[src/hw/rtl/thms_pkg.sv]
`timescale 1ns / 1ps
// Shared types, constants and the step table of the timed HID macro sequencer.
package thms_pkg;

	localparam int TABLE_STEPS = 8;
	localparam int ENTRIES     = 8;
	localparam int POS_W       = $clog2(ENTRIES);
	localparam int LIMIT_W     = POS_W + 1;
	localparam int MAX_RESULTS = 8;
	localparam int CNT_W       = $clog2(MAX_RESULTS);
	localparam int DELAY_W     = 7;
	localparam int TIME_W      = 32;

	localparam logic [LIMIT_W-1:0] LIMIT_MAX = LIMIT_W'(TABLE_STEPS < ENTRIES ? TABLE_STEPS
		: ENTRIES);

	// configuration register indexes
	localparam logic [1:0] CFG_STEP_COUNT   = 2'd0;
	localparam logic [1:0] CFG_TRIGGER_CODE = 2'd1;
	localparam logic [1:0] CFG_VENDOR_ID    = 2'd2;

	localparam logic [3:0] STEP_COUNT_RST   = 4'd8;
	localparam logic [7:0] TRIGGER_CODE_RST = 8'h51;
	localparam logic [7:0] VENDOR_ID_RST    = 8'd3;

	// input action codes
	localparam logic ACT_TICK   = 1'b0;
	localparam logic ACT_REPORT = 1'b1;

	// report kinds
	localparam logic [1:0] KIND_NONE  = 2'd0;
	localparam logic [1:0] KIND_KEY   = 2'd1;
	localparam logic [1:0] KIND_MOUSE = 2'd2;

	localparam logic [7:0] BTN_L     = 8'h01;
	localparam logic [7:0] BTN_R     = 8'h02;
	localparam logic [7:0] KEY_EIGHT = 8'h25;

	typedef struct packed {
		logic [1:0]         kind;
		logic [7:0]         key;
		logic [7:0]         buttons;
		logic [DELAY_W-1:0] delay;
	} step_t;

	// one request handed from the front to the back
	typedef struct packed {
		logic              is_start;
		logic [TIME_W-1:0] now;
		logic              ready;
	} cmd_t;

	function automatic step_t step_lookup(input logic [POS_W-1:0] pos);
		step_t s;
		case (pos)
			3'd0:    s = '{kind: KIND_MOUSE, key: 8'h00,     buttons: BTN_R, delay: 7'd10};
			3'd1:    s = '{kind: KIND_MOUSE, key: 8'h00,     buttons: 8'h00, delay: 7'd90};
			3'd2:    s = '{kind: KIND_MOUSE, key: 8'h00,     buttons: BTN_L, delay: 7'd10};
			3'd3:    s = '{kind: KIND_MOUSE, key: 8'h00,     buttons: 8'h00, delay: 7'd5};
			3'd4:    s = '{kind: KIND_KEY,   key: KEY_EIGHT, buttons: 8'h00, delay: 7'd8};
			3'd5:    s = '{kind: KIND_KEY,   key: 8'h00,     buttons: 8'h00, delay: 7'd5};
			3'd6:    s = '{kind: KIND_MOUSE, key: 8'h00,     buttons: BTN_R, delay: 7'd10};
			default: s = '{kind: KIND_MOUSE, key: 8'h00,     buttons: 8'h00, delay: 7'd0};
		endcase
		return s;
	endfunction

	// clamp the configured count to one..table size
	function automatic logic [LIMIT_W-1:0] step_limit(input logic [3:0] count);
		logic [LIMIT_W-1:0] n;
		if (count == 4'd0)
			n = LIMIT_W'(1);
		else if ({1'b0, count} > 5'(LIMIT_MAX))
			n = LIMIT_MAX;
		else
			n = LIMIT_W'(count);
		return n;
	endfunction

endpackage

[src/hw/rtl/thms_front.sv]
`timescale 1ns / 1ps
// Front end: classifies incoming items and queues ticks and trigger requests.
module thms_front (
	input  logic              clk,
	input  logic              arst_n,
	input  logic              item_valid,
	output logic              item_stall,
	input  logic              action,
	input  logic [31:0]       now_ms,
	input  logic [7:0]        rpt_id,
	input  logic [7:0]        first_byte,
	input  logic [6:0]        report_length,
	input  logic              host_ready,
	input  logic [7:0]        trigger_code,
	input  logic [7:0]        vendor_id,
	output logic              cmd_valid,
	output thms_pkg::cmd_t    cmd,
	input  logic              cmd_pop
);
	import thms_pkg::*;

	localparam int DEPTH = 2;

	cmd_t       queue_q [DEPTH];
	logic       wr_ptr_q;
	logic       rd_ptr_q;
	logic [1:0] fill_q;
	logic       keep;
	logic       push;
	logic       pop;

	// drop reports that are not triggers; the back end decides on running state
	assign keep = (action == ACT_TICK) ||
		(rpt_id == vendor_id && report_length != 7'd0 &&
		 first_byte == trigger_code);

	assign item_stall = (fill_q == 2'(DEPTH));
	assign push       = item_valid && !item_stall && keep;
	assign pop        = cmd_pop && cmd_valid;
	assign cmd_valid  = (fill_q != 2'd0);
	assign cmd        = queue_q[rd_ptr_q];

	always_ff @(posedge clk) begin
		if (push) begin
			queue_q[wr_ptr_q] <= '{is_start: (action == ACT_REPORT), now: now_ms,
				ready: host_ready};
		end
	end

	always_ff @(posedge clk or negedge arst_n) begin
		if (!arst_n) begin
			wr_ptr_q <= 1'b0;
			rd_ptr_q <= 1'b0;
			fill_q   <= 2'd0;
		end else begin
			if (push)
				wr_ptr_q <= ~wr_ptr_q;
			if (pop)
				rd_ptr_q <= ~rd_ptr_q;
			case ({push, pop})
				2'b10:   fill_q <= fill_q + 2'd1;
				2'b01:   fill_q <= fill_q - 2'd1;
				default: fill_q <= fill_q;
			endcase
		end
	end

endmodule

[src/hw/rtl/thms_back.sv]
`timescale 1ns / 1ps
// Back end: runs due steps one per cycle while the result slot is free and holds the result register.
module thms_back (
	input  logic              clk,
	input  logic              arst_n,
	input  logic              cmd_valid,
	input  thms_pkg::cmd_t    cmd,
	output logic              cmd_pop,
	input  logic [3:0]        step_count,
	output logic              result_valid,
	input  logic              result_stall,
	output logic [1:0]        report_kind,
	output logic [7:0]        key_code,
	output logic [7:0]        mouse_buttons,
	output logic              delivered,
	output logic              sequence_done,
	output logic              last
);
	import thms_pkg::*;

	typedef enum logic {
		ST_IDLE,
		ST_EXEC
	} state_t;

	state_t             state_q;
	logic               running_q;
	logic [POS_W-1:0]   pos_q;
	logic [TIME_W-1:0]  due_q;
	logic [TIME_W-1:0]  now_q;
	logic               ready_q;
	logic [CNT_W-1:0]   cnt_q;
	logic               out_valid_q;
	logic [1:0]         kind_q;
	logic [7:0]         key_q;
	logic [7:0]         buttons_q;
	logic               delivered_q;
	logic               done_q;
	logic               last_q;

	step_t              cur;
	logic [LIMIT_W-1:0] next_pos;
	logic               step_done;
	logic               step_last;
	logic               is_due;
	logic               slot_free;
	logic               fire;

	assign cur       = step_lookup(pos_q);
	assign next_pos  = {1'b0, pos_q} + LIMIT_W'(1);
	assign step_done = (next_pos >= step_limit(step_count));
	// a zero delay keeps the step due at the same time, so only these end the chain
	assign step_last = step_done || (cur.delay != '0) || (cnt_q == CNT_W'(MAX_RESULTS - 1));
	assign is_due    = running_q && (now_q >= due_q);
	assign slot_free = !out_valid_q || !result_stall;
	assign fire      = (state_q == ST_EXEC) && is_due && slot_free;
	assign cmd_pop   = (state_q == ST_IDLE) && cmd_valid;

	always_ff @(posedge clk or negedge arst_n) begin
		if (!arst_n) begin
			state_q     <= ST_IDLE;
			running_q   <= 1'b0;
			pos_q       <= '0;
			due_q       <= '0;
			now_q       <= '0;
			ready_q     <= 1'b0;
			cnt_q       <= '0;
			out_valid_q <= 1'b0;
			kind_q      <= KIND_NONE;
			key_q       <= '0;
			buttons_q   <= '0;
			delivered_q <= 1'b0;
			done_q      <= 1'b0;
			last_q      <= 1'b0;
		end else begin
			if (fire)
				out_valid_q <= 1'b1;
			else if (out_valid_q && !result_stall)
				out_valid_q <= 1'b0;
			unique case (state_q)
				ST_IDLE: begin
					if (cmd_valid) begin
						now_q   <= cmd.now;
						ready_q <= cmd.ready;
						cnt_q   <= '0;
						// drop a trigger that arrives mid-sequence
						if (cmd.is_start && !running_q) begin
							running_q <= 1'b1;
							pos_q     <= '0;
							due_q     <= '0;
							state_q   <= ST_EXEC;
						end else if (!cmd.is_start) begin
							state_q <= ST_EXEC;
						end
					end
				end
				ST_EXEC: begin
					if (!is_due) begin
						state_q <= ST_IDLE;
					end else if (slot_free) begin
						kind_q      <= cur.kind;
						key_q       <= cur.key;
						buttons_q   <= cur.buttons;
						delivered_q <= ready_q;
						done_q      <= step_done;
						last_q      <= step_last;
						cnt_q       <= cnt_q + CNT_W'(1);
						if (step_done) begin
							running_q <= 1'b0;
							pos_q     <= '0;
							due_q     <= '0;
						end else begin
							pos_q <= next_pos[POS_W-1:0];
							due_q <= now_q + TIME_W'(cur.delay);
						end
						if (step_last)
							state_q <= ST_IDLE;
					end
				end
				default: state_q <= ST_IDLE;
			endcase
		end
	end

	assign result_valid  = out_valid_q;
	assign report_kind   = kind_q;
	assign key_code      = key_q;
	assign mouse_buttons = buttons_q;
	assign delivered     = delivered_q;
	assign sequence_done = done_q;
	assign last          = last_q;

endmodule

[src/hw/rtl/timed_hid_macro_sequencer_core.sv]
`timescale 1ns / 1ps
// Top level of the timed HID macro sequencer: config registers, front and back ends.
//
//  channel  | handshake                  | payload
//  ---------+----------------------------+---------------------------------------------
//  item     | item_valid / item_stall    | action now_ms rpt_id first_byte
//           |                            | report_length host_ready
//  result   | result_valid / result_stall| report_kind key_code mouse_buttons delivered
//           |                            | sequence_done last
//  cfg      | cfg_valid / cfg_ready      | cfg_index cfg_data
//
// Each queued request is loaded in the back end and then runs its due steps one at a
// time (a tick with nothing due goes straight back to idle); the back end's single
// step unit sets this. Reports that are not triggers are dropped at the front and
// never reach the back end. The front takes an item every cycle while its two-entry
// queue has room, so a stalled result only holds up the front once the queue fills.
// Reset clears the sequencer state to idle and the registers to their defaults.
module timed_hid_macro_sequencer_core (
	input  logic        clk,
	input  logic        arst_n,
	input  logic        item_valid,
	output logic        item_stall,
	input  logic        action,
	input  logic [31:0] now_ms,
	input  logic [7:0]  rpt_id,
	input  logic [7:0]  first_byte,
	input  logic [6:0]  report_length,
	input  logic        host_ready,
	output logic        result_valid,
	input  logic        result_stall,
	output logic [1:0]  report_kind,
	output logic [7:0]  key_code,
	output logic [7:0]  mouse_buttons,
	output logic        delivered,
	output logic        sequence_done,
	output logic        last,
	input  logic        cfg_valid,
	output logic        cfg_ready,
	input  logic [1:0]  cfg_index,
	input  logic [7:0]  cfg_data
);
	import thms_pkg::*;

	logic [3:0] step_count_q;
	logic [7:0] trigger_code_q;
	logic [7:0] vendor_id_q;
	logic       cmd_valid;
	cmd_t       cmd;
	logic       cmd_pop;

	assign cfg_ready = 1'b1;

	always_ff @(posedge clk or negedge arst_n) begin
		if (!arst_n) begin
			step_count_q   <= STEP_COUNT_RST;
			trigger_code_q <= TRIGGER_CODE_RST;
			vendor_id_q    <= VENDOR_ID_RST;
		end else if (cfg_valid && cfg_ready) begin
			unique case (cfg_index)
				CFG_STEP_COUNT:   step_count_q   <= cfg_data[3:0];
				CFG_TRIGGER_CODE: trigger_code_q <= cfg_data;
				CFG_VENDOR_ID:    vendor_id_q    <= cfg_data;
				default: ;
			endcase
		end
	end

	thms_front u_front (
		.clk              (clk),
		.arst_n           (arst_n),
		.item_valid       (item_valid),
		.item_stall       (item_stall),
		.action           (action),
		.now_ms           (now_ms),
		.rpt_id           (rpt_id),
		.first_byte       (first_byte),
		.report_length    (report_length),
		.host_ready       (host_ready),
		.trigger_code     (trigger_code_q),
		.vendor_id        (vendor_id_q),
		.cmd_valid        (cmd_valid),
		.cmd              (cmd),
		.cmd_pop          (cmd_pop)
	);

	thms_back u_back (
		.clk           (clk),
		.arst_n        (arst_n),
		.cmd_valid     (cmd_valid),
		.cmd           (cmd),
		.cmd_pop       (cmd_pop),
		.step_count    (step_count_q),
		.result_valid  (result_valid),
		.result_stall  (result_stall),
		.report_kind   (report_kind),
		.key_code      (key_code),
		.mouse_buttons (mouse_buttons),
		.delivered     (delivered),
		.sequence_done (sequence_done),
		.last          (last)
	);

endmodule

[config.mk]
export PLATFORM = sky130hd
export DESIGN_NAME = timed_hid_macro_sequencer_core
export DESIGN_NICKNAME = d
export VERILOG_FILES = /design/src/hw/rtl/thms_pkg.sv /design/src/hw/rtl/thms_front.sv /design/src/hw/rtl/thms_back.sv /design/src/hw/rtl/timed_hid_macro_sequencer_core.sv
export SDC_FILE = /design/constraint.sdc
export NUM_CORES = 1
export LEC_CHECK = 0
export BUFFER_PORTS_ARGS = -buffer_cell sky130_fd_sc_hd__buf_2
export CELL_PAD_IN_SITES_DETAIL_PLACEMENT = 0
export CELL_PAD_IN_SITES_GLOBAL_PLACEMENT = 2
export CORE_MARGIN = 2
export CORE_UTILIZATION = 39
export DETAILED_ROUTE_END_ITERATION = 10
export PLACE_DENSITY_LB_ADDON = 0.1
export SYNTH_ARGS = -nofsm -noshare
export SYNTH_HDL_FRONTEND = slang
export SYNTH_SLANG_ARGS = --single-unit
[constraint.sdc]
create_clock -name clk -period 3.9 [get_ports clk]
set_input_delay 0.585 -clock clk [delete_from_list [all_inputs] [get_ports clk]]
set_output_delay 0.585 -clock clk [all_outputs]
set_load 0.02 [all_outputs]
# Word level (Yosys, flattened, before mapping)
# Memories as Yosys holds them, arrays and structs flattened.
# Index checks and enable logic that the tools add are counted.
# Widths: inputs -> output; s select.
[op_classes] mux=37 n_addsub=5 div_mod_pow=0 multipliers=0 bitwise_logic=4 magnitude_cmp=3 n_reduce_logical=36 shift=0 eq_ne=19
[op_table] operator="$mux 32" n=5
[op_table] operator="$pmux 25 s6" n=1
[op_table] operator="$pmux 32 s2" n=1
[op_table] operator="$add 32x7->32" n=1
[op_table] operator="$ge 32x32->1" n=1
[op_table] operator="$mux 3" n=8
[op_table] operator="$eq 8x8->1" n=2
[op_table] operator="$mux 1" n=15
[op_table] operator="$reduce_bool 7->1" n=2
[op_table] operator="$eq 3x3->1 const B" n=4
[op_table] operator="$pmux 3 s2" n=2
[op_table] operator="$logic_and 1x1->1" n=11
[op_table] operator="$mux 4" n=2
[op_table] operator="$ne 2x2->1 const B" n=4
[op_table] operator="$reduce_and 2->1" n=4
[op_table] operator="$eq 2x2->1 const B" n=3
[op_table] operator="$eq 3x2->1 const B" n=2
[op_table] operator="$reduce_and 3->1" n=2
[op_table] operator="$reduce_bool 2->1" n=3
[op_table] operator="$reduce_and 5->1" n=1
[op_table] operator="$add 3x1->4 const B" n=1
[op_table] operator="$eq 2x1->1 const B" n=2
[op_table] operator="$ge 4x4->1" n=1
[op_table] operator="$gt 4x4->1 const B" n=1
[op_table] operator="15 further kinds" n=25
[word_totals] memories=1 romBits=0 output_inout_bits=24 latch_bits=0 reg_bits=119 ramBits=68 in_bits=72
[mem_list] name="u_front.queue_q" words=2 width=34 rd=1 rd_clocked_by_memory_dff=0 wr=1 line="thms_front.sv:24" rtl="cmd_t queue_q [DEPTH];"

# Longest topological paths before layout
# Gate-level depths: netlist of run 1.
[logic_depth] depth_word=10 mapped_depth=13

# Hierarchy
# Synthesis of run 1 repeated with hierarchy kept, for this count alone.
[unflattened] cells_unflattened=750 area_unflattened_um2=9069.9
[modules_own_cells] mod="thms_back" seq_area_each_um2=2052.0 cells_per_inst=551 n_inst=1 area_each_um2=5396.4
[modules_own_cells] mod="thms_front" seq_area_each_um2=2142.1 cells_per_inst=154 n_inst=1 area_each_um2=2887.8
[modules_own_cells] mod="timed_hid_macro_sequencer_core" seq_area_each_um2=508.0 cells_per_inst=45 n_inst=1 area_each_um2=785.8

# Least setup slack after synthesis of run 1
# No wires, ideal clock.
[synth_timing] path_kind="input to register" from="input port first_byte[2]" to="memory u_front.queue_q[0][0] (netlist name) (enable)" slack_ps=513 stages=6 t_arrival_ps=2962 path_buffers=0 t_required_ps=3475 cell_sequence="xor2_1 > nor4_1 > o41ai_1 > o41ai_1 > nand3b_1 > nor2_1"
[synth_between] elab_chain_cells=6
[synth_rtl] item="from (decl)" line="timed_hid_macro_sequencer_core.sv:26" rtl="input logic [7:0] first_byte,"
[synth_rtl] item="$eq 8x8->1" line="thms_front.sv:35" rtl="first_byte == trigger_code);"
[synth_rtl] item="$logic_and 1x1->1" line="thms_front.sv:34" rtl="(rpt_id == vendor_id && report_length != 7'd0 &&"
[synth_rtl] item="$logic_or 1x1->1" line="thms_front.sv:33" rtl="assign keep = (action == ACT_TICK) ||"
[synth_rtl] item="$logic_and 1x1->1" line="thms_front.sv:38" rtl="assign push = item_valid && !item_stall && keep;"
[synth_rtl] item="$mux 1" line="thms_front.sv:44" rtl="if (push) begin"
[synth_rtl] item="$mux 1 (not written as such)" line="thms_front.sv:45" rtl="queue_q[wr_ptr_q] <= '{is_start: (action == ACT_REPORT), now: now_ms,"
[synth_rtl] item="to (decl)" line="thms_front.sv:24"
# Every way passes these cells.

# Worst setup path in the final report of run 1
[layout_timing] from="register u_back.pos_q[1]" to="register u_back.due_q[26]"
[layout_between] elab_chain_cells=8
[layout_rtl] item="from (decl)" line="thms_back.sv:28" rtl="logic [POS_W-1:0] pos_q;"
[layout_rtl] item="from (signal assigned)" line="thms_back.sv:113" rtl="pos_q <= next_pos[POS_W-1:0];"
[layout_rtl] item="$eq 3x3->1 / $logic_not 3->1 (equally long branches)" line="thms_pkg.sv:55" rtl="case (pos)"
[layout_rtl] item="$reduce_or 2->1 (no source line)"
[layout_rtl] item="$pmux 25 s6" line="thms_pkg.sv:55"
[layout_rtl] item="$add 32x7->32" line="thms_back.sv:114" rtl="due_q <= now_q + TIME_W'(cur.delay);"
[layout_rtl] item="$mux 32 (*)" line="thms_back.sv:108" rtl="if (step_done) begin"
[layout_rtl] item="$mux 32 (*)" line="thms_back.sv:100" rtl="end else if (slot_free) begin"
[layout_rtl] item="$mux 32 (*)" line="thms_back.sv:98" rtl="if (!is_due) begin"
[layout_rtl] item="$pmux 32 s2 (*)" line="thms_back.sv:80" rtl="unique case (state_q)"
[layout_rtl] item="to (signal assigned)" line="thms_back.sv:114"
[layout_rtl] item="to (decl)" line="thms_back.sv:29" rtl="logic [TIME_W-1:0] due_q;"
# Every way passes the cells marked *; elsewhere a longest branch is shown, timed or not. The select of a mux whose other input is x is not followed.
# A chain may end at the register's enable or synchronous reset.

==> results of run 1 <==
[cells in the mapped netlist, types with 4 or more instances]
library cell,instances
sky130_fd_sc_hd__dfrtp_1,100
sky130_fd_sc_hd__buf_6,5
sky130_fd_sc_hd__inv_1,46
sky130_fd_sc_hd__ha_1,51
sky130_fd_sc_hd__xor2_1,7
sky130_fd_sc_hd__buf_4,14
sky130_fd_sc_hd__o2bb2ai_2,10
sky130_fd_sc_hd__nand3_1,9
sky130_fd_sc_hd__clkbuf_1,9
sky130_fd_sc_hd__buf_1,4
sky130_fd_sc_hd__nand2_1,66
sky130_fd_sc_hd__buf_2,4
sky130_fd_sc_hd__nor2b_1,5
sky130_fd_sc_hd__o21ai_0,49
sky130_fd_sc_hd__a21oi_1,22
sky130_fd_sc_hd__nor3_1,11
sky130_fd_sc_hd__nand2b_1,5
sky130_fd_sc_hd__mux2_4,13
sky130_fd_sc_hd__or4_1,5
sky130_fd_sc_hd__o21ai_1,4
sky130_fd_sc_hd__mux2_1,5
sky130_fd_sc_hd__mux2_2,24
sky130_fd_sc_hd__mux2i_1,40
sky130_fd_sc_hd__xnor2_1,39
sky130_fd_sc_hd__dfstp_2,6
sky130_fd_sc_hd__a211oi_1,4
sky130_fd_sc_hd__a21o_1,5
sky130_fd_sc_hd__edfxtp_1,68
sky130_fd_sc_hd__nand4_1,6
sky130_fd_sc_hd__nor3b_1,4
sky130_fd_sc_hd__nor2_1,26
[state kept, by name (all words and copies together) (netlist names), 2 cells and up]
name and cells:
trigger_code_q 8, step_count_q 4, u_front.fill_q 2, u_front.queue_q 68, u_back.mouse_buttons 2, vendor_id_q 8, u_back.pos_q 3, u_back.report_kind 2
u_back.now_q 32, u_back.cnt_q 3, u_back.due_q 32
[cells by family after synthesis]
group / Yosys count / synth area share (%)
buffers and inverters: 82 / 4.542
other: 2 / 0.08466
muxes: 82 / 10.39
adders and majority gates: 52 / 7.419
DFF: 174 / 53.00
xor gates and xnor gates: 46 / 4.542
and+or+nand+nor: 169 / 10.34
AOI/OAI and AO/OA: 124 / 9.676
[routing by layer]
metal  GRT usage, %  vias up  share of wire (%)
li1               -     2785                  -
met1          24.76     2707                 53
met2          24.17       90                 43
met3          2.578       11                2.6
met4          4.586        0               0.83
met5              0        -                  0
[power breakdown]
part,total [mW],leakage (nW),internal (mW),switching (mW)
Clock,1.73,0.298,0.937,0.796
Sequential,2.92,1.94,2.44,0.482
Combinational,3.22,2.06,1.40,1.82
[repair_timing]
action | 4_1_cts | 5_1_grt
hold endpoints to repair | 0 | 0
gates resized for setup | 0 | 1
endpoints found under the setup margin | 0 | 1
[how the worst max path moves through the flow]
stage	startpoint	endpoint	slack (ps)	cells past startpoint
6_report	u_back.pos_q[1]	u_back.due_q[26]	250	14
5_1_grt	u_back.pos_q[1]	u_back.due_q[26]	40	14
4_1_cts	u_back.pos_q[0]	u_back.due_q[26]	230	14
3_5_place_dp	u_back.pos_q[0]	u_back.due_q[26]	250	14
3_3_place_gp	u_back.pos_q[0]	u_back.due_q[28]	370	14
2_1_floorplan	first_byte[2]	u_front.queue_q[0][0]	510	6
[layout by cell type, fill, tap and decap left out, types with 7 or more instances in the layout]
master                      Yosys  final
sky130_fd_sc_hd__xnor2_1       39     39
sky130_fd_sc_hd__nor3_1        11     11
sky130_fd_sc_hd__nor2_1        26     24
sky130_fd_sc_hd__nand3_1        9      9
sky130_fd_sc_hd__a21oi_1       22     22
sky130_fd_sc_hd__buf_2          4     82
sky130_fd_sc_hd__dfrtp_1      100     98
sky130_fd_sc_hd__edfxtp_1      68     68
sky130_fd_sc_hd__o21ai_0       49     49
sky130_fd_sc_hd__inv_1         46     46
sky130_fd_sc_hd__ha_1          51     51
sky130_fd_sc_hd__mux2_4        13     13
sky130_fd_sc_hd__xor2_1         7      7
sky130_fd_sc_hd__mux2_2        24     24
sky130_fd_sc_hd__buf_4         14     17
sky130_fd_sc_hd__conb_1         2     12
sky130_fd_sc_hd__clkbuf_16      0     17
sky130_fd_sc_hd__mux2i_1       40     40
sky130_fd_sc_hd__o2bb2ai_2     10     10
sky130_fd_sc_hd__nand2_1       66     66
[final cells by class]
class | instances | share of cell area (%)
clock buffers | 18 | 4.299
inverters | 46 | 1.690
flip-flops and latches | 174 | 46.05
repair buffers | 100 | 5.462
clock inverters | 14 | 1.653
multi-input cells | 485 | 37.35
well taps | 285 | 3.491
==> results.md, run 1 <==
Synthesis:
- The number of flops mapped to enable cells by yosys is 68.
- The distinct cell type count after synthesis is 75.
- The async set-reset flop share out of synthesis is 60.92%.
- The synthesized area per cell is roughly 12 um2.
- By area the synthesized netlist is led by sky130_fd_sc_hd__dfrtp_1 (28%), sky130_fd_sc_hd__edfxtp_1 (23%), sky130_fd_sc_hd__ha_1 (7.2%).
- The sequential-to-total area share from yosys stat is 53.00%.
- The cell area that synthesis handed to floorplanning was 0.008871 mm2.
- The largest total area in the synthesized netlist belongs to sky130_fd_sc_hd__dfrtp_1.
- In the synthesized netlist the dominant register cell turns out to be sky130_fd_sc_hd__dfrtp_1.
- Synthesis handed over a netlist of 731 instances.
- The top-area cell type share of the netlist area is 28.21%.
- The post-synthesis sequential element count is 174.
- For this run, the number of Yosys warnings is 0.

Setup path:
- The longest individual stage delay on the worst path is 430 ps.
- The critical path goes through inv_1 > ha_1 > nor3_1 > o211ai_1 > a22o_1 > ha_1 > fa_1 > a211o_1 > a211oi_2 > buf_4 > and4bb_1 > xnor2_1 > nor2_1 > mux2_4.
- In this run the critical register-to-register path is launched from u_back.pos_q[1].
- The highest-delay cell along the critical path is sky130_fd_sc_hd__dfrtp_1.
- STA classifies the critical path endpoint as a flip-flop.
- The endpoint of the worst-slack reg-to-reg timing path is u_back.due_q[26].
- The arrival time of data at the critical path endpoint is 3970 ps.
- The element type at the critical path start is a flip-flop.
- In this run the register-to-register setup slack is 250 ps.
- Along the worst path, the maximum fanout reaches 7.
- Counting stages on the worst path, the most repeated cell is sky130_fd_sc_hd__ha_1.
- The worst register-to-register path has a depth of 14.
- At the worst endpoint, the required time is 4220 ps.
- The critical path contains buffers and inverters numbering 2 combined.
- The kind of cell with the highest combined delay along the critical path is compound AO/OA/AOI/OAI gates.
- The critical path is of the reg -> reg type.

Placement:
- The number of buffers added on ports is a little over 80.
- The pre-CTS setup slack is 247.5 ps.
- Once detailed placement completed, the half-perimeter wirelength came to roughly 13 mm.
- The number of placed instances, taps included, is 1090.
- Routability-driven placement finished with a final weighted congestion of 0.8010.
- The post-detailed-placement cell area is approximately 0.0096 mm2.

Global route:
- The combined global-route utilization of all metal layers is 16.31%.
- The initial antenna violation count came to 0.
- Entering global routing, the biggest net connects 71 pins.
- For this run the aggregate overflow at the end of global routing stands at 0.
- The first global-routing pass estimated 30.36 mm of wire.
- The number of global-route vias before repair is between 5000 and 6000.

Timing:
- Measured against its own limit, the worst slew margin works out to between 40 and 50%.
- The count of endpoints failing setup in the final report is 0.
- The share of the cycle needed by the critical path after routing is 93.66%.
- Derived from the worst setup path, the maximum achievable clock frequency is 273.8 MHz.
- The max-slew violation count is 0.
- Once routing completed, OpenROAD measured the worst setup slack at 247.1 ps.
- The worst clock skew is between 15 and 20 ps.
- At the pin with the least slew margin, the transition time is 840.8 ps.
- The minimum period implied by the final worst setup slack is 3653 ps.
- Setup repair after global routing left no endpoint under its margin.
- Final hold analysis gives a worst-case slack of approximately 260 ps.
- The sum of negative setup slack is 0 ps.
- The final-report hold violation count is 0.

Detailed routing:
- The count of nets left with antenna violations once routing finished came out at 0.
- The detailed router finished its first iteration with 276 violations.
- The via density per instance is 4.985.
- In the routed design, unresolved DRC markers number 0.
- Before antenna repair, the detailed router went through 4 iterations.
- Dividing the detail-routed wire length by the instance count gives between 15 and 20 um.
- The total number of vias is 5593.
- The detailed-route wire length is 18.57 mm.

Clock tree:
- Buffers added to address setup during post-CTS repair amount to 0.
- Counting the buffers created by CTS gives 17.
- The clock transition at the registers of the reported paths is about 70 ps.
- Clock latency on the worst-skew pair, taken at its later pin, is between 400 and 500 ps.
- The cell at the root of the clock tree is sky130_fd_sc_hd__clkbuf_16.
- The post-cts hold buffer count is 0.
- The H-tree depth is 4.
- The CTS tree is built.
- The buffer depth of the longest clock path is 2.
- The total clock sinks is 174.

Cells and area:
- The fill cell total of the finished layout is 2109.
- The post-layout net count is roughly 950.
- The post-route non-filler standard cell count is 1122.
- The total inserted antenna cells is 0.
- The post-route netlist has 25.33% of its cells at a drive strength greater than 1.
- For this run, the share of the core covered by cells in the final layout is 45.40%.
- Summing all non-filler instances in the final layout gives an area of 0.01022 mm2.
- The area growth from synthesis to layout is 15.16%.
- The footprint of the multi-input gates is 0.003816 mm2.
- Summing all flip-flop and latch instances after layout gives 0.004705 mm2.

Power:
- The worst-case IR drop observed on VDD is 296.3 uV.
- For this design the static power due to leakage is 4.296 nW.
- The total power of the final layout is 7.875 mW.
- Dividing total power by cell area gives a power density of 770.9 mW/mm2.

Outcome:
- The flow ran to the end, and the final reports show no timing, DRC or antenna violations.

Die:
- The die outline area is 0.02397 mm2.
- The die is ~150 um tall.
- For this configuration, the core starts out at a cell density of 39.42%.
- The width of the chip is about 150 um.
- The number of top-level pins is 96.
- The region available for standard cell placement spans 0.02250 mm2.
- The floorplan row count is 55.

Flow run:
- The max-capacitance violation count is 0.

Worst hold path:
- The path class of the tightest hold or removal check is in -> async.
Note: power is estimated with default switching activity, not from simulation.
==> run 2: changes to the inputs <==
==> constraint.sdc (replaced) <==
create_clock -name clk -period 3.5 [get_ports clk]
set_input_delay 0.7 -clock clk [delete_from_list [all_inputs] [get_ports clk]]
set_output_delay 0.7 -clock clk [all_outputs]
set_load 0.02 [all_outputs]
==> run 2 against run 1 <==
Compared with the run above:
- non-clock buffer count up 11
- clock power up 13%
- final cell count up 0.98%
- largest cell class unchanged
==> results.md, run 2 (synthesis gave the netlist of run 1 again) <==
Detailed routing:
- The met2 wire length is 8.423 mm (was 8.029 mm).
- The detailed-route wire length is 19.27 mm (was 18.57 mm).
- The total number of vias is 5638 (was 5593).
- The count of nets left with antenna violations after detail routing is 0 (unchanged).
- The violation count after the first detailed-routing iteration came to 294 (was 276).
- The mean routed wirelength per cell came to 17.01 um (was 16.55 um).
- The number of iterations in the first detailed-routing pass is 6 (was 4).
- The detailed-route wire length on metal 1 is 10.34 mm (was 9.893 mm).
- The total met3 wirelength after detailed routing was 361 um (was 491 um).
- The uppermost signal routing layer after detailed routing was met4 (unchanged).
- The DRC violation count after routing came to 0 (unchanged).
- The via density per instance is 4.976 (was 4.985).

Cells and area:
- The number of flip-flops under the largest register name is 68 (unchanged).
- The growth of design area from synthesis to finish came to 16.83% (was 15.16%).
- The post-layout net count is 959 (was 948).
- Registers with the highest flip-flop counts: u_front.queue_q x68, u_back.due_q x32, u_back.now_q x32 (unchanged).
- The commonest non-fill, non-tap cell in the layout is sky130_fd_sc_hd__dfrtp_1 (unchanged).
- The total inserted antenna cells is 0 (unchanged).
- The final standard cell utilization of the core came to 46.06% (was 45.40%).
- The top register by number of flip-flops is u_front.queue_q (unchanged).
- Commonest cells after routing, fill and taps aside: sky130_fd_sc_hd__dfrtp_1 (99), sky130_fd_sc_hd__buf_2 (82), sky130_fd_sc_hd__edfxtp_1 (68) (was sky130_fd_sc_hd__dfrtp_1 (98), sky130_fd_sc_hd__buf_2 (82), sky130_fd_sc_hd__edfxtp_1 (68)).
- The share of layout cells above drive strength 1 is 26.89% (was 25.33%).
- The area of all placed cells without fillers is 0.01036 mm2 (was 0.01022 mm2).

Die:
- The width of the chip is 154.8 um (unchanged).
- The placeable core area is 0.02250 mm2 (unchanged).
- The floorplan row count is 55 (unchanged).
- The vertical extent of the die is 154.8 um (unchanged).
- The initial core utilization came to 39.42% (unchanged).
- The number of top-level pins was 96 (unchanged).
- The die outline area is 0.02397 mm2 (unchanged).

Placement:
- The number of buffers added on ports is 83 (unchanged).
- The post-detailed-placement cell area is 0.009687 mm2 (was 0.009607 mm2).
- The weighted congestion reported at the end of routability-driven placement is 0.8233 (was 0.8010).
- The half-perimeter wire length of the detailed placement result came to 13.81 mm (was 13.47 mm).

Clock tree:
- The buffer depth of the longest clock path is 2 (unchanged).
- The clock latency on the worst-skew pair came to 430 ps (about the same).
- The cell at the root of the clock tree is sky130_fd_sc_hd__clkbuf_16 (unchanged).
- The total CTS buffers is 17 (unchanged).
- The total clock sinks is 174 (unchanged).
- The clock transition at the registers of the reported paths is 70 ps (about the same).
- The H-tree depth is 4 (unchanged).
- The CTS tree was built (unchanged).

Timing:
- The worst clock skew is 11.49 ps (was 16.74 ps).
- The minimum period implied by the final worst setup slack is 3357 ps (was 3653 ps).
- The relative slew slack is 42.54% (was 43.95%).
- The highest clock frequency the design can meet is 297.9 MHz (was 273.8 MHz).
- The final-report hold violation count is 0 (unchanged).
- The slew at the pin with the worst max-slew slack came to 861.8 ps (was 840.8 ps).
- The share of the cycle needed by the critical path after routing came to 95.90% (was 93.66%).
- The max-slew violation count is 0 (unchanged).
- The count of endpoints failing setup in the final report came to 0 (unchanged).

Power:
- The leakage power is 4.359 nW (was 4.296 nW).
- The maximum ir drop on the vdd rail is 396.9 uV (was 296.3 uV).
- The total power of the final layout is 8.974 mW (was 7.875 mW).
- The power per cell area is 865.9 mW/mm2 (was 770.9 mW/mm2).

Setup path:
- The arrival time of data at the critical path endpoint came to 3680 ps (was 3970 ps).
- The launch point of the worst path is u_back.pos_q[0] (was u_back.pos_q[1]).
- The number of cells on the critical path was 13 (was 14).
- The longest individual stage delay on the worst path is 430 ps (about the same).
- The endpoint of the worst setup timing path is u_back.due_q[26] (unchanged).
- The maximum fanout encountered on the critical timing path was 7 (unchanged).
- The count of buffering cells on the critical path with inverters included is 2 (unchanged).
- The kind of critical path is reg -> reg (unchanged).
- The type of element capturing the critical path was a flip-flop (unchanged).
- The endpoint of the worst-slack reg-to-reg timing path is u_back.due_q[26] (unchanged).
- The top cell family by delay on the critical path is adder cells (was compound AO/OA/AOI/OAI gates).
- The cell depth of the worst flop-to-flop path was 13 (was 14).
- The register-to-register path setup slack is 140 ps (was 250 ps).
- The highest-delay cell along the critical path is sky130_fd_sc_hd__dfrtp_1 (unchanged).
- Cells traversed along the worst timing path: buf_4 > ha_1 > ha_1 > a22o_1 > ha_2 > fa_2 > a211o_1 > a211oi_2 > buf_4 > and4bb_1 > xnor2_1 > nor2_1 > mux2_4 (was inv_1 > ha_1 > nor3_1 > o211ai_1 > a22o_1 > ha_1 > fa_1 > a211o_1 > a211oi_2 > buf_4 > and4bb_1 > xnor2_1 > nor2_1 > mux2_4).
- The worst path required time came to 3820 ps (was 4220 ps).
- The element type at the critical path start is a flip-flop (unchanged).
- The startpoint of the worst-slack reg-to-reg timing path is u_back.pos_q[0] (was u_back.pos_q[1]).

Global route:
- The number of global-route vias before repair is 5817 (was 5555).
- The global-route wire length before repair is 31.47 mm (was 30.36 mm).
- The initial antenna violation count is 0 (unchanged).
- The residual overflow from global routing is 0 (unchanged).
- The pin count of the biggest net entering global routing was 71 (unchanged).
- The combined global-route utilization of all metal layers was 16.97% (was 16.31%).

Worst hold path:
- The path category of the worst min-delay check is in -> async (unchanged).

Flow run:
- The max-capacitance violation count is 0 (unchanged).

Outcome:
- Outcome: complete, no violations (unchanged).
==> run 2: worst min-delay path by stage <==
stage | from | endpoint | slack (ps) | depth (start not counted)
2_1_floorplan | arst_n | step_count_q[0] | 400 | 0
3_3_place_gp | u_back.delivered | u_back.delivered | 470 | 1
6_report | arst_n | u_back.now_q[31] | 350 | 1
3_5_place_dp | u_back.due_q[11] | u_back.due_q[11] | 480 | 1
4_1_cts | arst_n | u_back.ready_q | 390 | 1
5_1_grt | arst_n | u_back.now_q[31] | 420 | 1
==> run 2: layout make-up <==
class	instances	area, um2
Inverter	46	172.7
Multi-Input combinational cell	485	3834
Tap cell	285	356.6
Clock buffer	17	425.4
Timing Repair Buffer	111	690.7
Sequential cell	174	4703
Clock inverter	15	181.4
Fill cell	2065	12140
==> run 2: what timing repair did <==
action / in CTS / in global routing
hold buffers: 0 / 0
setup buffers: 1 / 6
endpoints found under the setup margin: 2 / 11
resized for setup: 3 / 5
pin swaps: 0 / 4
==> run 2: worst reg2reg max path, delay by kind of cell (launching register included) <==
family                     cells  cell delay (ps)
AOI/OAI and AO/OA              3              760
xor gates and xnor gates       1              170
adders and majority gates      4             1010
buffers and inverters          2              340
DFF                            1              430
muxes                          1              290
and+or+nand+nor                2              260
==> run 2: power by group <==
| part | internal [mW] | total [mW] | switching [mW] | leakage [nW] |
|---|---|---|---|---|
| registers | 2.72 | 3.26 | 0.543 | 1.94 |
| logic | 1.66 | 3.75 | 2.09 | 2.13 |
| clock network | 1.08 | 1.96 | 0.878 | 0.295 |
| total | 5.46 | 8.97 | 3.51 | 4.36 |
==> run 2: layer usage <==
layer  GRT usage (%)  vias up
met5               0        -
met4           4.850        0
met2           24.74       77
met3           2.970       13
li1                -     2810
met1           25.84     2738
==> run 2: per-stage QoR <==
step / cells / hold slack [ps] / worst slack [ps] / setup TNS (ps)
6_report: 1133 / 351.4 / 143.4 / 0
5_1_grt: 1133 / 421.2 / -22.74 / -22.74
4_1_cts: 1127 / 394.3 / 18.50 / 0
3_5_place_dp: 1094 / 477.0 / -89.20 / -145.1
3_3_place_gp: 1094 / 467.6 / 33.14 / 0
2_1_floorplan: 741 / 404.4 / -1.884 / -128.1
==> run 3: changes to the inputs <==
==> constraint.sdc (replaced) <==
create_clock -name clk -period 4.2 [get_ports clk]
set_input_delay 0.84 -clock clk [delete_from_list [all_inputs] [get_ports clk]]
set_output_delay 0.84 -clock clk [all_outputs]
set_load 0.02 [all_outputs]
==> run 3 against run 2 <==
Compared with the run above:
- final cell count fell by 1.4%
- via count down 0.41%
- worst setup slack better by 220 ps
- highest routed layer unchanged
==> results.md, run 3 (synthesis gave the netlist of run 1 again) <==
Timing:
- The count of endpoints failing setup in the final report was 0 (unchanged).
- Setup repair after global routing left no endpoint under its margin.
- The sum of negative setup slack is 0 ps (unchanged).
- The relative slew slack came to 48.38% (was 42.54%).
- The final-report hold violation count is 0 (unchanged).
- The max-slew violation count is 0 (unchanged).
- The worst clock skew is 16.57 ps (was 11.49 ps).
- The highest clock frequency the design can meet is 260.8 MHz (was 297.9 MHz).
- The minimum period implied by the final worst setup slack was 3834 ps (was 3357 ps).
- The share of the cycle needed by the critical path after routing came to 91.28% (was 95.90%).
- The slew at the pin with the worst max-slew slack is 774.3 ps (was 861.8 ps).

Die:
- The floorplan row count is 55 (unchanged).
- The number of top-level pins is 96 (unchanged).
- The vertical extent of the die is 154.8 um (unchanged).
- The placeable core area is 0.02250 mm2 (unchanged).
- The die outline area is 0.02397 mm2 (unchanged).
- The width of the chip is 154.8 um (unchanged).
- The initial core utilization is 39.42% (unchanged).

Setup path:
- The worst path required time is 4520 ps (was 3820 ps).
- The number of cells on the critical path is 13 (unchanged).
- The endpoint of the worst-slack reg-to-reg timing path is u_back.due_q[26] (unchanged).
- Cells traversed along the worst timing path: inv_1 > ha_1 > nor3_1 > o211ai_1 > a22o_1 > ha_1 > fa_1 > a211o_1 > a211oi_2 > and4bb_1 > xnor2_1 > nor2_1 > mux2_4 (was buf_4 > ha_1 > ha_1 > a22o_1 > ha_2 > fa_2 > a211o_1 > a211oi_2 > buf_4 > and4bb_1 > xnor2_1 > nor2_1 > mux2_4).
- The startpoint of the worst-slack reg-to-reg timing path is u_back.pos_q[0] (unchanged).
- The launch point of the worst path is u_back.pos_q[0] (unchanged).
- The cell depth of the worst flop-to-flop path was 13 (unchanged).
- The top cell family by delay on the critical path is compound AO/OA/AOI/OAI gates (was adder cells).
- The type of element capturing the critical path is a flip-flop (unchanged).
- The element type at the critical path start is a flip-flop (unchanged).
- The arrival time of data at the critical path endpoint was 4150 ps (was 3680 ps).
- The longest individual stage delay on the worst path is 490 ps (was 430 ps).
- The kind of critical path is reg -> reg (unchanged).
- The register-to-register path setup slack was 370 ps (was 140 ps).
- The highest-delay cell along the critical path is sky130_fd_sc_hd__a211oi_2 (was sky130_fd_sc_hd__dfrtp_1).
- The endpoint of the worst setup timing path is u_back.due_q[26] (unchanged).
- The count of buffering cells on the critical path with inverters included came to 1 (was 2).
- The maximum fanout encountered on the critical timing path is 7 (unchanged).
- Counting stages on the worst path, the most repeated cell is sky130_fd_sc_hd__ha_1.

Clock tree:
- The cell at the root of the clock tree is sky130_fd_sc_hd__clkbuf_16 (unchanged).
- The clock transition at the registers of the reported paths came to 80 ps (was 70 ps).
- The clock latency on the worst-skew pair is 440 ps (was 430 ps).
- The buffer depth of the longest clock path came to 2 (unchanged).
- The total clock sinks is 174 (unchanged).
- The number of instances resized during post-cts repair was 0 (was 3).
- The total CTS buffers is 17 (unchanged).
- The CTS tree is built (unchanged).
- The number of setup buffers added after CTS is 0 (was 1).
- The post-cts hold buffer count came to 0 (unchanged).
- The H-tree depth is 4 (unchanged).

Worst hold path:
- The path category of the worst min-delay check is in -> async (unchanged).

Power:
- The power per cell area is 717.7 mW/mm2 (was 865.9 mW/mm2).
- The leakage power came to 4.267 nW (was 4.359 nW).
- The total power of the final layout was 7.298 mW (was 8.974 mW).
- The maximum ir drop on the vdd rail is 335.4 uV (was 396.9 uV).

Cells and area:
- The post-layout net count is 943 (was 959).
- The top register by number of flip-flops is u_front.queue_q (unchanged).
- Commonest cells after routing, fill and taps aside: sky130_fd_sc_hd__dfrtp_1 (99), sky130_fd_sc_hd__buf_2 (82), sky130_fd_sc_hd__edfxtp_1 (68) (unchanged).
- The fill cell total of the finished layout is 2100 (was 2065).
- Registers with the highest flip-flop counts: u_front.queue_q x68, u_back.due_q x32, u_back.now_q x32 (unchanged).
- The total inserted antenna cells is 0 (unchanged).
- The share of layout cells above drive strength 1 is 24.64% (was 26.89%).
- The number of flip-flops under the largest register name is 68 (unchanged).
- The commonest non-fill, non-tap cell in the layout is sky130_fd_sc_hd__dfrtp_1 (unchanged).
- The growth of design area from synthesis to finish is 14.63% (was 16.83%).

Placement:
- The half-perimeter wire length of the detailed placement result was 13.78 mm (was 13.81 mm).
- The number of buffers added on ports is 83 (unchanged).
- The weighted congestion reported at the end of routability-driven placement is 0.8232 (was 0.8233).

Detailed routing:
- The count of nets left with antenna violations after detail routing was 0 (unchanged).
- The DRC violation count after routing is 0 (unchanged).
- The via density per instance came to 5.027 (was 4.976).
- The total number of vias came to 5615 (was 5638).
- The violation count after the first detailed-routing iteration is 251 (was 294).
- The number of iterations in the first detailed-routing pass is 4 (was 6).
- The mean routed wirelength per cell is 17.13 um (was 17.01 um).
- The detailed-route wire length is 19.14 mm (was 19.27 mm).

Global route:
- The pin count of the biggest net entering global routing is 71 (unchanged).
- The global-route wire length before repair is 31.38 mm (was 31.47 mm).
- The combined global-route utilization of all metal layers is 16.90% (was 16.97%).
- The initial antenna violation count is 0 (unchanged).
- The residual overflow from global routing is 0 (unchanged).
- The number of global-route vias before repair is 5830 (was 5817).

Outcome:
- Outcome: complete, no violations (unchanged).

Flow run:
- The max-capacitance violation count was 0 (unchanged).
[run 3: through the flow]
stage,utilization [%],area [um2],setup WS [ps],cells,hold slack (ps)
2_1_floorplan,-,8909,558.1,741,442.8
3_3_place_gp,42.52,9569,492.1,1085,471.0
3_5_place_dp,42.52,9569,385.6,1085,475.9
4_1_cts,45.19,10170,373.7,1117,489.4
5_1_grt,45.19,10170,114.0,1117,497.1
6_report,45.19,10170,366.3,1117,449.5
[run 3: how the worst min path moves through the flow]
stage	startpoint	depth (start not counted)	slack, ps	end
6_report	arst_n	1	450	u_back.now_q[31]
2_1_floorplan	u_back.ready_q	2	440	u_back.ready_q
3_3_place_gp	u_back.last	1	470	u_back.last
5_1_grt	arst_n	1	500	u_back.now_q[31]
4_1_cts	arst_n	1	490	u_back.now_q[31]
3_5_place_dp	u_back.due_q[9]	1	480	u_back.due_q[9]
[run 3: per-layer routing]
metal	track usage (%)	vias to the layer above	share of wire, %
met4	4.674	0	0.90
met3	3.138	10	3.4
met2	25.70	111	44
li1	-	2776	-
met5	0	-	0
met1	24.83	2718	52
[run 3: power breakdown]
part	total, mW	internal (mW)	switching, mW
Combinational	2.94	1.27	1.67
Clock	1.61	0.850	0.756
Sequential	2.75	2.27	0.484
Total	7.30	4.39	2.91
[run 3: worst register-to-register path: cells and delay by family, from the launching register on]
kind | cells | cell delay [ps]
fa+ha+maj | 3 | 930
simple gates | 3 | 540
mux | 1 | 290
xor+xnor | 1 | 130
compound gates | 4 | 1240
flops | 1 | 470
buf+inv | 1 | 140
[run 3: final cells by class]
type	count	area [um2]	share of cell area [%]
clock buffers	17	425.4	4.184
multi-input cells	485	3816	37.53
inverters	46	172.7	1.698
flip-flops and latches	174	4703	46.25
clock inverters	15	173.9	1.710
repair buffers	95	520.5	5.119
well taps	285	356.6	3.507
